File: src/hw/rtl/udp_length_and_checksum_update_defines.svh
// Assertion macros for the UDP length and checksum update block.
// Used by the top level only; no other dependencies.
// Both forms run at the rising edge of the given clock and stay off during reset.
`ifndef UDP_LENGTH_AND_CHECKSUM_UPDATE_DEFINES_SVH
`define UDP_LENGTH_AND_CHECKSUM_UPDATE_DEFINES_SVH

`ifndef SYNTHESIS
// Implication or plain property, checked at each rising edge out of reset
`define ULCU_ASSERT(label, clk, rst_n, prop) \
	label: assert property (@(posedge clk) disable iff (!rst_n) prop) \
		else $error("ulcu assertion failed");
// Condition that must never be true out of reset
`define ULCU_ASSERT_NEVER(label, clk, rst_n, cond) \
	label: assert property (@(posedge clk) disable iff (!rst_n) !(cond)) \
		else $error("ulcu forbidden condition seen");
`else
`define ULCU_ASSERT(label, clk, rst_n, prop)
`define ULCU_ASSERT_NEVER(label, clk, rst_n, cond)
`endif

`endif

File: src/hw/rtl/ulcu_pkg.sv
// Shared types, constants and checksum helpers for the UDP length and checksum update.
// No dependencies; used by ulcu_hdr_calc and the top level.
package ulcu_pkg;

	// Item kinds on the input tuser
	localparam logic OP_HEADER  = 1'b0;
	localparam logic OP_PAYLOAD = 1'b1;

	// Stream widths
	localparam int IN_DATA_W  = 176;
	localparam int IN_USER_W  = 1;
	localparam int OUT_DATA_W = 48;
	localparam int OUT_USER_W = 2;

	// Seed sum: eight 16-bit terms plus the protocol number fit in 20 bits
	localparam int SEED_W = 20;

	localparam logic [15:0] UDP_HDR_BYTES = 16'd8;
	localparam logic [15:0] PROTO_UDP     = 16'd17;

	// Header arithmetic handed from the header calculator to the top level
	typedef struct packed {
		logic              same_len;
		logic              too_short;
		logic              no_payload;
		logic [15:0]       new_tot;
		logic [15:0]       ip_csum;
		logic [15:0]       payload_bytes;
		logic [SEED_W-1:0] seed;
	} hdr_calc_t;

	// End-around-carry fold of a 32-bit sum; two passes always settle it
	function automatic logic [15:0] fold32(input logic [31:0] s);
		logic [16:0] a;
		logic [16:0] b;
		a = {1'b0, s[31:16]} + {1'b0, s[15:0]};
		b = {1'b0, a[15:0]} + {16'b0, a[16]};
		return b[15:0];
	endfunction

	// Final UDP checksum: complement of the fold, zero sent as all ones
	function automatic logic [15:0] udp_finish(input logic [31:0] s);
		logic [15:0] c;
		c = ~fold32(s);
		return (c == 16'h0000) ? 16'hffff : c;
	endfunction

endpackage

File: src/hw/rtl/ulcu_hdr_calc.sv
// Header arithmetic: new IP total length, incremental IP checksum and UDP seed sum.
// Depends on ulcu_pkg.
module ulcu_hdr_calc (
	input  logic [31:0]          src_address,
	input  logic [31:0]          dst_address,
	input  logic [15:0]          old_ip_total_length,
	input  logic [15:0]          old_ip_checksum,
	input  logic [15:0]          old_udp_length,
	input  logic [15:0]          new_udp_length,
	input  logic [15:0]          src_port,
	input  logic [15:0]          dst_port,
	output ulcu_pkg::hdr_calc_t  calc
);

	logic [15:0] new_tot;
	logic [15:0] inv_chk;
	logic [15:0] inv_tot;
	logic [17:0] ip_sum;
	logic [ulcu_pkg::SEED_W-1:0] seed;

	// Total length moves by the UDP length delta, wrapping at 16 bits
	assign new_tot = old_ip_total_length + new_udp_length - old_udp_length;

	// Incremental update: ~(~HC + ~m + m')
	assign inv_chk = ~old_ip_checksum;
	assign inv_tot = ~old_ip_total_length;
	assign ip_sum  = {2'b00, inv_chk} + {2'b00, inv_tot} + {2'b00, new_tot};

	// Pseudo-header plus UDP header; length counted twice, checksum as zero
	always_comb begin
		seed = {4'h0, src_address[31:16]} + {4'h0, src_address[15:0]}
			+ {4'h0, dst_address[31:16]} + {4'h0, dst_address[15:0]}
			+ {4'h0, ulcu_pkg::PROTO_UDP} + {4'h0, new_udp_length}
			+ {4'h0, src_port} + {4'h0, dst_port} + {4'h0, new_udp_length};
	end

	always_comb begin
		calc.same_len      = (old_udp_length == new_udp_length);
		calc.too_short     = (new_udp_length < ulcu_pkg::UDP_HDR_BYTES);
		calc.no_payload    = (new_udp_length == ulcu_pkg::UDP_HDR_BYTES);
		calc.new_tot       = new_tot;
		calc.ip_csum       = ~ulcu_pkg::fold32({14'h0, ip_sum});
		calc.payload_bytes = new_udp_length - ulcu_pkg::UDP_HDR_BYTES;
		calc.seed          = seed;
	end

endmodule

File: src/hw/rtl/udp_length_and_checksum_update.sv
// Top level of the UDP length and checksum update block.
// Depends on ulcu_pkg, ulcu_hdr_calc and udp_length_and_checksum_update_defines.svh.
//
// A header request starts a packet and a payload request brings one big-endian
// 16-bit word. Requests are taken one per cycle while the output register is
// free or draining; each passes an input register, then the arithmetic (the
// 32-bit running sum plus its fold and complement), and its result, if any,
// sits in the output register. Unchanged lengths and new lengths of at most
// eight bytes answer on the header itself; longer packets answer on the
// payload word that uses up the byte count, and an odd count uses only the
// high byte of the last word. Payload words that arrive with no bytes
// outstanding are dropped silently.
`include "udp_length_and_checksum_update_defines.svh"

module udp_length_and_checksum_update (
	input  logic                              clk,
	input  logic                              arst_n,
	input  logic                              s_axis_tvalid,
	output logic                              s_axis_tready,
	// src_address, dst_address, old_ip_total_length, old_ip_checksum,
	// old_udp_length, new_udp_length, src_port, dst_port, payload_word
	input  logic [ulcu_pkg::IN_DATA_W-1:0]    s_axis_tdata,
	// opcode
	input  logic [ulcu_pkg::IN_USER_W-1:0]    s_axis_tuser,
	output logic                              m_axis_tvalid,
	input  logic                              m_axis_tready,
	// new_ip_total_length, new_ip_checksum, new_udp_checksum
	output logic [ulcu_pkg::OUT_DATA_W-1:0]   m_axis_tdata,
	// changed, length_too_short
	output logic [ulcu_pkg::OUT_USER_W-1:0]   m_axis_tuser
);

	// Input register
	logic                             valid_s1;
	logic [ulcu_pkg::IN_DATA_W-1:0]   tdata_s1;
	logic                             opcode_s1;

	// Packet state
	logic [31:0] acc_q;
	logic [15:0] bytes_left_q;
	logic [15:0] held_tot_q;
	logic [15:0] held_ipc_q;

	// Output register
	logic                             m_valid_q;
	logic [ulcu_pkg::OUT_DATA_W-1:0]  m_data_q;
	logic [ulcu_pkg::OUT_USER_W-1:0]  m_user_q;

	logic advance;
	logic fire_s1;

	ulcu_pkg::hdr_calc_t calc;

	logic [15:0] payload_word;
	logic [15:0] pay_w;
	logic [31:0] pay_sum;

	logic [31:0] acc_d;
	logic [15:0] bytes_left_d;
	logic [15:0] held_tot_d;
	logic [15:0] held_ipc_d;
	logic        emit;
	logic        r_changed;
	logic        r_short;
	logic [15:0] r_tot;
	logic [15:0] r_ipc;
	logic [15:0] r_udp;

	// Handshake: stage 1 moves whenever the output register is free or draining
	assign advance       = !m_valid_q || m_axis_tready;
	assign fire_s1       = valid_s1 && advance;
	assign s_axis_tready = !valid_s1 || advance;

	assign m_axis_tvalid = m_valid_q;
	assign m_axis_tdata  = m_data_q;
	assign m_axis_tuser  = m_user_q;

	always_ff @(posedge clk or negedge arst_n) begin
		if (!arst_n) begin
			valid_s1 <= 1'b0;
		end else if (s_axis_tready) begin
			valid_s1 <= s_axis_tvalid;
		end
	end

	always_ff @(posedge clk) begin
		if (s_axis_tvalid && s_axis_tready) begin
			tdata_s1  <= s_axis_tdata;
			opcode_s1 <= s_axis_tuser[0];
		end
	end

	ulcu_hdr_calc u_hdr_calc (
		.src_address         (tdata_s1[31:0]),
		.dst_address         (tdata_s1[63:32]),
		.old_ip_total_length (tdata_s1[79:64]),
		.old_ip_checksum     (tdata_s1[95:80]),
		.old_udp_length      (tdata_s1[111:96]),
		.new_udp_length      (tdata_s1[127:112]),
		.src_port            (tdata_s1[143:128]),
		.dst_port            (tdata_s1[159:144]),
		.calc                (calc)
	);

	// Payload word; a lone last byte keeps only the high half
	assign payload_word = tdata_s1[175:160];
	assign pay_w        = (bytes_left_q == 16'd1) ? {payload_word[15:8], 8'h00} : payload_word;
	assign pay_sum      = acc_q + {16'h0000, pay_w};

	// Per-request update of the packet state and the result
	always_comb begin
		acc_d        = acc_q;
		bytes_left_d = bytes_left_q;
		held_tot_d   = held_tot_q;
		held_ipc_d   = held_ipc_q;
		emit         = 1'b0;
		r_changed    = 1'b0;
		r_short      = 1'b0;
		r_tot        = held_tot_q;
		r_ipc        = held_ipc_q;
		r_udp        = 16'h0000;
		unique case (opcode_s1)
			ulcu_pkg::OP_HEADER: begin
				acc_d        = 32'h0;
				bytes_left_d = 16'h0;
				if (calc.same_len) begin
					emit  = 1'b1;
					r_tot = tdata_s1[79:64];
					r_ipc = tdata_s1[95:80];
				end else begin
					acc_d      = {{(32-ulcu_pkg::SEED_W){1'b0}}, calc.seed};
					held_tot_d = calc.new_tot;
					held_ipc_d = calc.ip_csum;
					r_changed  = 1'b1;
					r_tot      = calc.new_tot;
					r_ipc      = calc.ip_csum;
					if (calc.too_short) begin
						emit    = 1'b1;
						r_short = 1'b1;
					end else if (calc.no_payload) begin
						emit  = 1'b1;
						r_udp = ulcu_pkg::udp_finish(
							{{(32-ulcu_pkg::SEED_W){1'b0}}, calc.seed});
					end else begin
						bytes_left_d = calc.payload_bytes;
					end
				end
			end
			ulcu_pkg::OP_PAYLOAD: begin
				if (bytes_left_q != 16'h0) begin
					acc_d        = pay_sum;
					bytes_left_d = (bytes_left_q >= 16'd2) ? bytes_left_q - 16'd2 : 16'h0;
					if (bytes_left_q <= 16'd2) begin
						emit      = 1'b1;
						r_changed = 1'b1;
						r_udp     = ulcu_pkg::udp_finish(pay_sum);
					end
				end
			end
			default: begin
			end
		endcase
	end

	// Packet state registers
	always_ff @(posedge clk or negedge arst_n) begin
		if (!arst_n) begin
			acc_q        <= 32'h0;
			bytes_left_q <= 16'h0;
			held_tot_q   <= 16'h0;
			held_ipc_q   <= 16'h0;
		end else if (fire_s1) begin
			acc_q        <= acc_d;
			bytes_left_q <= bytes_left_d;
			held_tot_q   <= held_tot_d;
			held_ipc_q   <= held_ipc_d;
		end
	end

	// Output register
	always_ff @(posedge clk or negedge arst_n) begin
		if (!arst_n) begin
			m_valid_q <= 1'b0;
		end else if (advance) begin
			m_valid_q <= fire_s1 && emit;
		end
	end

	always_ff @(posedge clk) begin
		if (fire_s1 && emit) begin
			m_data_q <= {r_udp, r_ipc, r_tot};
			m_user_q <= {r_short, r_changed};
		end
	end

	// A short result is always a changed one with no UDP checksum
	`ULCU_ASSERT(a_short_result, clk, arst_n, m_axis_tvalid && m_axis_tuser[1] |-> m_axis_tuser[0] && m_axis_tdata[47:32] == 16'h0000)
	// A finished UDP checksum is never sent as zero
	`ULCU_ASSERT_NEVER(a_zero_udp_csum, clk, arst_n, m_axis_tvalid && m_axis_tuser[0] && !m_axis_tuser[1] && m_axis_tdata[47:32] == 16'h0000)
	// A result closes the packet: nothing left outstanding afterwards
	`ULCU_ASSERT(a_emit_closes, clk, arst_n, fire_s1 && emit |=> bytes_left_q == 16'h0)
	// A stalled input register keeps its request
	`ULCU_ASSERT(a_s1_hold, clk, arst_n, valid_s1 && !advance |=> valid_s1 && $stable(tdata_s1) && $stable(opcode_s1))

endmodule
File: config.mk
export PLATFORM = sky130hd
export DESIGN_NAME = udp_length_and_checksum_update
export DESIGN_NICKNAME = d
export VERILOG_FILES = /design/src/hw/rtl/ulcu_pkg.sv /design/src/hw/rtl/ulcu_hdr_calc.sv /design/src/hw/rtl/udp_length_and_checksum_update.sv
export VERILOG_INCLUDE_DIRS = /design/src /design/src/hw/rtl
export SDC_FILE = /design/constraint.sdc
export NUM_CORES = 1
export LEC_CHECK = 0
export BUFFER_PORTS_ARGS = -buffer_cell sky130_fd_sc_hd__buf_2
export CAP_MARGIN = 20
export CORE_AREA = 10 10 213 215
export DETAILED_ROUTE_END_ITERATION = 8
export DIE_AREA = 0 0 223 225
export HOLD_SLACK_MARGIN = 0.12
export PLACE_DENSITY = 0.78
export RECOVER_POWER = 25
export SLEW_MARGIN = 20
export SYNTH_ARGS = -nofsm -noshare
export SYNTH_HDL_FRONTEND = slang
export SYNTH_SLANG_ARGS = --single-unit
File: constraint.sdc
create_clock -name clk -period 12.05 [get_ports clk]
set_input_delay 1.205 -clock clk [delete_from_list [all_inputs] [get_ports clk]]
set_output_delay 1.205 -clock clk [all_outputs]
set_load 0.01 [all_outputs]
Word level (Yosys, flattened, before mapping)
Index checks and enable logic that the tools add are counted.
{"block": "totals", "register_bits": 309, "out_inout_bits": 52, "input_bits": 181}
{"block": "op_classes", "n_eq_ne": 4, "bitwise_logic": 7, "n_mux": 31, "order_cmp": 3, "add_sub_neg": 21, "reduce_logical": 13}
{"cell": "$mux 16", "n": 16}
{"cell": "$add 20x16->20", "n": 6}
{"cell": "$not 16->16", "n": 5}
{"cell": "$pmux 16 s2", "n": 2}
{"cell": "$pmux 32 s2", "n": 1}
{"cell": "$add 16x16->17", "n": 3}
{"cell": "$add 16x1->16", "n": 3}
{"cell": "$add 32x16->32", "n": 1}
{"cell": "$logic_not 16->1", "n": 2}
{"cell": "$mux 32", "n": 1}
{"cell": "$add 20x5->20 const B", "n": 1}
{"cell": "$mux 20", "n": 1}
{"cell": "$add 18x16->18", "n": 1}
{"cell": "$add 2x16->17", "n": 1}
{"cell": "$add 4x16->17", "n": 1}
{"cell": "$add 16x16->16", "n": 1}
{"cell": "$eq 16x1->1 const B", "n": 1}
{"cell": "$eq 16x16->1", "n": 1}
{"cell": "$eq 16x4->1 const B", "n": 1}
{"cell": "$ge 16x2->1 const B", "n": 1}
{"cell": "$le 16x2->1 const B", "n": 1}
{"cell": "$lt 16x4->1 const B", "n": 1}
{"cell": "$reduce_bool 16->1", "n": 1}
{"cell": "$sub 16x16->16", "n": 1}
{"cell": "other kinds (13)", "n": 25}

Depth between registers and ports, before layout
{"block": "logic_depth", "ltp_word": 17, "ltp_mapped": 48, "depth_no_buf": 46}

By module
Synthesis repeated with hierarchy kept, for this count alone.
{"block": "hier_totals", "hier_cells": 2052, "hier_area_um2": 21837.2}
{"module": "udp_length_and_checksum_update", "seq_area_each_um2": 8868.5, "area_each_um2": 15152.0, "cells_each": 1258, "n_inst": 1}
{"module": "ulcu_hdr_calc", "seq_area_each_um2": 0.0, "area_each_um2": 6685.2, "cells_each": 794, "n_inst": 1}

Worst setup path before layout
OpenSTA, ideal clock, no wires.
{"block": "synth_timing", "path_kind": "register -> register", "start": "reg tdata_s1[1] in the netlist's numbering", "end": "reg m_data_q, in the netlist m_axis_tdata[33], data pin", "setup_time_ps": 136, "required_time_ps": 11914, "path_stages_with_launch": 47, "setup_slack_ps": 2191, "period_less_slack_ps": 9859, "arrival_ps": 9723, "cell_sequence": "edfxtp_1 -> ha_1 -> a21o_1 -> a21oi_1 -> o21ai_0 -> a21oi_1 -> nand2b_1 -> a21boi_0 -> o31a_1 -> o41ai_1 -> o21bai_1 -> a21oi_1 -> xnor2_1 -> fa_1 -> inv_1 -> fa_1 -> fa_1 -> inv_1 -> [11 not listed] -> nor2b_1 -> o21a_1 -> nor2_1 -> nor3_1 -> nand4_1 -> and4b_1 -> ha_1 -> ha_1 -> nand4_1 -> maj3_1 -> nor2_1 -> xor2_1 -> a2111oi_0 -> nand4bb_1 -> nor4b_1 -> o21ai_2 -> buf_2 -> nand3_1"}
{"block": "synth_between", "elab_chain_cells": 17}
{"element": "start, declared", "line": "udp_length_and_checksum_update.sv:35", "source": "logic [ulcu_pkg::IN_DATA_W-1:0] tdata_s1;"}
{"element": "start signal, assigned", "line": "udp_length_and_checksum_update.sv:88", "source": "tdata_s1 <= s_axis_tdata;"}
{"element": "$add 16x16->17 (*)", "line": "ulcu_hdr_calc.sv:31", "source": "seed = {4'h0, src_address[31:16]} + {4'h0, src_address[15:0]}"}
{"element": "$add 20x16->20 (*) (2 in a row)", "line": "ulcu_hdr_calc.sv:32", "source": "+ {4'h0, dst_address[31:16]} + {4'h0, dst_address[15:0]}"}
{"element": "$add 20x5->20 (*)", "line": "ulcu_hdr_calc.sv:33", "source": "+ {4'h0, ulcu_pkg::PROTO_UDP} + {4'h0, new_udp_length}"}
{"element": "$add 20x16->20 (*)", "line": "ulcu_hdr_calc.sv:33"}
{"element": "$add 20x16->20 (*) (3 in a row)", "line": "ulcu_hdr_calc.sv:34", "source": "+ {4'h0, src_port} + {4'h0, dst_port} + {4'h0, new_udp_length};"}
{"element": "$add 4x16->17 (*)", "line": "ulcu_pkg.sv:36", "source": "a = {1'b0, s[31:16]} + {1'b0, s[15:0]};"}
{"element": "$add 16x1->16 (*)", "line": "ulcu_pkg.sv:37", "source": "b = {1'b0, a[15:0]} + {16'b0, a[16]};"}
{"element": "$not 16->16 (*)", "line": "ulcu_pkg.sv:44", "source": "c = ~fold32(s);"}
{"element": "$logic_not 16->1", "line": "ulcu_pkg.sv:45", "source": "return (c == 16'h0000) ? 16'hffff : c;"}
{"element": "$mux 16 (*)", "line": "ulcu_pkg.sv:45"}
{"element": "$mux 16 (*)", "line": "udp_length_and_checksum_update.sv:140", "source": "end else if (calc.no_payload) begin"}
{"element": "$mux 16 (*)", "line": "udp_length_and_checksum_update.sv:137", "source": "if (calc.too_short) begin"}
{"element": "$mux 16 (*)", "line": "udp_length_and_checksum_update.sv:126", "source": "if (calc.same_len) begin"}
{"element": "$pmux 16 s2 (*)", "line": "udp_length_and_checksum_update.sv:122", "source": "unique case (opcode_s1)"}
{"element": "via r_udp[1]", "line": "udp_length_and_checksum_update.sv:67", "source": "logic [15:0] r_udp;"}
{"element": "end signal, assigned", "line": "udp_length_and_checksum_update.sv:191", "source": "m_data_q <= {r_udp, r_ipc, r_tot};"}
{"element": "end, declared", "line": "udp_length_and_checksum_update.sv:46", "source": "logic [ulcu_pkg::OUT_DATA_W-1:0] m_data_q;"}
The timed path passes the listed nets; every way through them passes the cells marked *.
A chain may end at the register's enable or synchronous reset.

Final worst setup path
{"block": "layout_timing", "start": "reg tdata_s1[16] in the netlist's numbering", "end": "reg m_data_q, in the netlist m_axis_tdata[43], data pin"}
Same word-level chain as after synthesis.

==> flow_summary_export.csv <==
group,metric,value,unit
status,status,"finished with violations",
status,violations,"capacitance limit, slew limit",
global_route,grtUsageMet3,4.29,%
logic_synthesis,synth-seq-cells,309,
sta,setup_tns,0,ns
global_route,overflow,0,
clocking,clk-insertion-delay-late,0.58,ns
worst_hold_path,hp-class,"flip-flop to flip-flop",
logic_synthesis,synth_area_leader_cell,"edfxtp_1",
drt,vias_per_cell,5.81,
logic_synthesis,netlist_area,21800,um2
logic_synthesis,synth_cells,2181,
sta,hold-worst-slack,0.478,ns
global_route,antenna_found_initial,0,
logic_synthesis,syn_nets,2596,
drt,first_iter_violations,1349,
critical_path,slowest_delay,0.51,ns
global_route,grtUsageMet1,31.4,%
die,start_util,52.7,%
die,num_rows,75,
sta,setup_viol,0,
placed_design,port_buffers,232,
global_route,busiest_layer,"met2",
sta,min_period,11.13,ns
sta,tightest_slew,1.54,ns
sta,maxSlewHeadroom,-2.49,%
logic_synthesis,synthArstFlopShare,26.5,%
critical_path,cpMostUsedCell,"ha_1",
drt,drc_errors,0,
clocking,clk_pin_slew,0.07,ns
global_route,grt_util_all_layers,23.9,%
critical_path,endpoint_kind,"flip-flop",
global_route,grt_max_degree,88,
logic_synthesis,yosys.cell_types.count,87,
sta,max_freq,0.0899,GHz
drt,dr.pass1.iters,8,
logic_synthesis,synth_edf_count,227,
logic_synthesis,yosysMostFrequentCell,"inv_1",
sta,finalCritPeriodShare,92.3,%
drt,ant_nets,0,
final_layout,num-fill-cells,3450,
critical_path,cp_top_family,"adder cells",
sta,rsz0062_at_grt,"false",
critical_path,cp_slowest_cell,"fa_1",
final_layout,multi_input_area,11800,um2
drt,drt_wl_total,61500,um
clocking,h-tree-depth,2,
clocking,root_buffer,"clkbuf_16",
clocking,cts.sinks,309,
sta,fin_skew,0.0304,ns
critical_path,path_class,"flip-flop to flip-flop",
critical_path,cp_max_fo,15,
final_layout,syn_to_final_growth,13.9,%
clocking,cts_tree,"built",
drt,vias,17300,
global_route,use_met2,38.1,%
sta,final_max_slew_viol_count,23,
logic_synthesis,ys.flop_type,"edfxtp_1",
logic_synthesis,synth.top_cell.area_share,31.2,%
final_layout,drive_gt1_share,13.7,%
die,io_pins,233,
die,die_w,223,um
placed_design,gp_congestion,0.953,
placed_design,dp_hpwl,47800,um
logic_synthesis,synth.area.top_cells,"edfxtp_1 31%, dfrtp_1 9.4%, ha_1 8.4%, fa_1 8.0%, xnor2_1 4.6%",
final_layout,antenna_cells,0,
final_layout,seqCellArea,8870,um2
final_layout,nets,2827,
clocking,numCtsBuffers,37,
global_route,grt_pass1_vias,17300,
critical_path,required,12.42,ns
critical_path,crit_buf_inv,4,
logic_synthesis,seq_area_frac_synth,40.6,%
die,fp.dieH,225,um
critical_path,critical_path_arrival,11.50,ns
critical_path,startpoint_type,"flip-flop",
logic_synthesis,avgSynthCellArea,10.0,um2
logic_synthesis,ys_top_cells_by_count,"252 x inv_1, 227 x edfxtp_1, 203 x nand2_1",
die,coreArea,41400,um2
die,dieArea,50200,um2
drt,wl_per_cell,20.7,um
logic_synthesis,ys_warn_count,0,
clocking,cts_buffer_depth,3,
job,maxCapViolations,1,
clocking,postCtsSetupBuffers,0,
sta,final-hold-violation-count,0,
global_route,grt_pass1_wl,95800,um
==> state kept, by name, indices dropped and copies added (netlist names) <==
register,cells
bytes_left_q,16
tdata_s1,176
acc_q,32
m_axis_tdata,48
held_tot_q,16
valid_s1,1
held_ipc_q,16
opcode_s1,1
m_axis_tuser,2
m_axis_tvalid,1
==> layout make-up <==
cell class / count / area share [%]
flip-flops and latches: 309 / 35.7
clock inverters: 22 / 1.02
clock buffers: 45 / 4.13
well taps: 539 / 2.71
multi-input cells: 1562 / 47.5
inverters: 252 / 3.80
repair buffers: 250 / 5.16
==> metal layers <==
metal | wire length [um] | vias to the layer above
met2 | 28500 | 666
met3 | 4290 | 126
met1 | 26300 | 8336
met5 | 0 | -
met4 | 2400 | 0
li1 | - | 8192
==> timing repair <==
item,4_1_cts,5_1_grt
hold buffers,0,0
endpoints found under the hold margin,0,0
setup endpoints to repair,0,15
gates resized for setup,0,2
==> path summary, 6_finish.rpt <==
path	startpoint	end	slack [ns]	cells after the start
worst max-delay path	tdata_s1[16]	m_axis_tdata[43]	0.92	46
worst min-delay path	held_tot_q[0]	held_tot_q[0]	0.48	2
worst max register to register	tdata_s1[16]	m_axis_tdata[43]	0.92	46
worst min register to register	held_tot_q[0]	held_tot_q[0]	0.48	2
max in group asynchronous	arst_n	acc_q[11]	9.42	2
min in group asynchronous	arst_n	held_tot_q[6]	1.00	1
==> stage by stage <==
stage               util [%]  instance area [um2]  setup slack (ns)  std cells
finish                  60.1                24900             0.925       2979
global route            60.1                24900            0.0141       2979
CTS                     60.1                24900             0.791       2979
detailed placement      57.0                23600             0.862       2912
global placement        57.0                23600              1.23       2912
floorplan                  -                21800              2.19       2181
==> cells in the final DEF, fill, tap and decap left out, types with 20 or more instances in the layout <==
master     instances
a21oi_1           94
inv_1            251
nor2_1           139
xnor2_1          114
nand4_1           25
mux2i_1           32
xor2_1            59
nand2_1          203
and2_1            23
ha_1             147
nor2b_1           22
a21o_1            20
nor3_1            43
and3_1            29
dfrtp_1           82
clkbuf_16         38
o21ai_0          140
edfxtp_1         227
fa_1              87
nand3_1           60
buf_2            222
==> worst register-to-register path: cells and delay by family, from the launching register on <==
family / cells / cell delay (ns)
adders and majority gates: 12 / 4.12
AOI/OAI and AO/OA: 15 / 3.33
and+or+nand+nor: 12 / 2.52
xor gates and xnor gates: 3 / 0.44
DFF: 1 / 0.34
buffers and inverters: 4 / 0.20
==> kinds of logic (layout without fill, tap and decap cells) <==
kind of cell / Yosys count / after routing / share of synthesized area [%]
buf+inv: 310 / 569 / 5.39
flops: 309 / 309 / 40.6
xor+xnor: 175 / 175 / 7.09
mux: 34 / 34 / 1.57
simple gates: 650 / 650 / 14.7
compound gates: 468 / 468 / 14.2
fa+ha+maj: 235 / 235 / 16.5
Power is not shown: default switching activity piles up to over one toggle a cycle in this logic, so the estimate is an artifact.
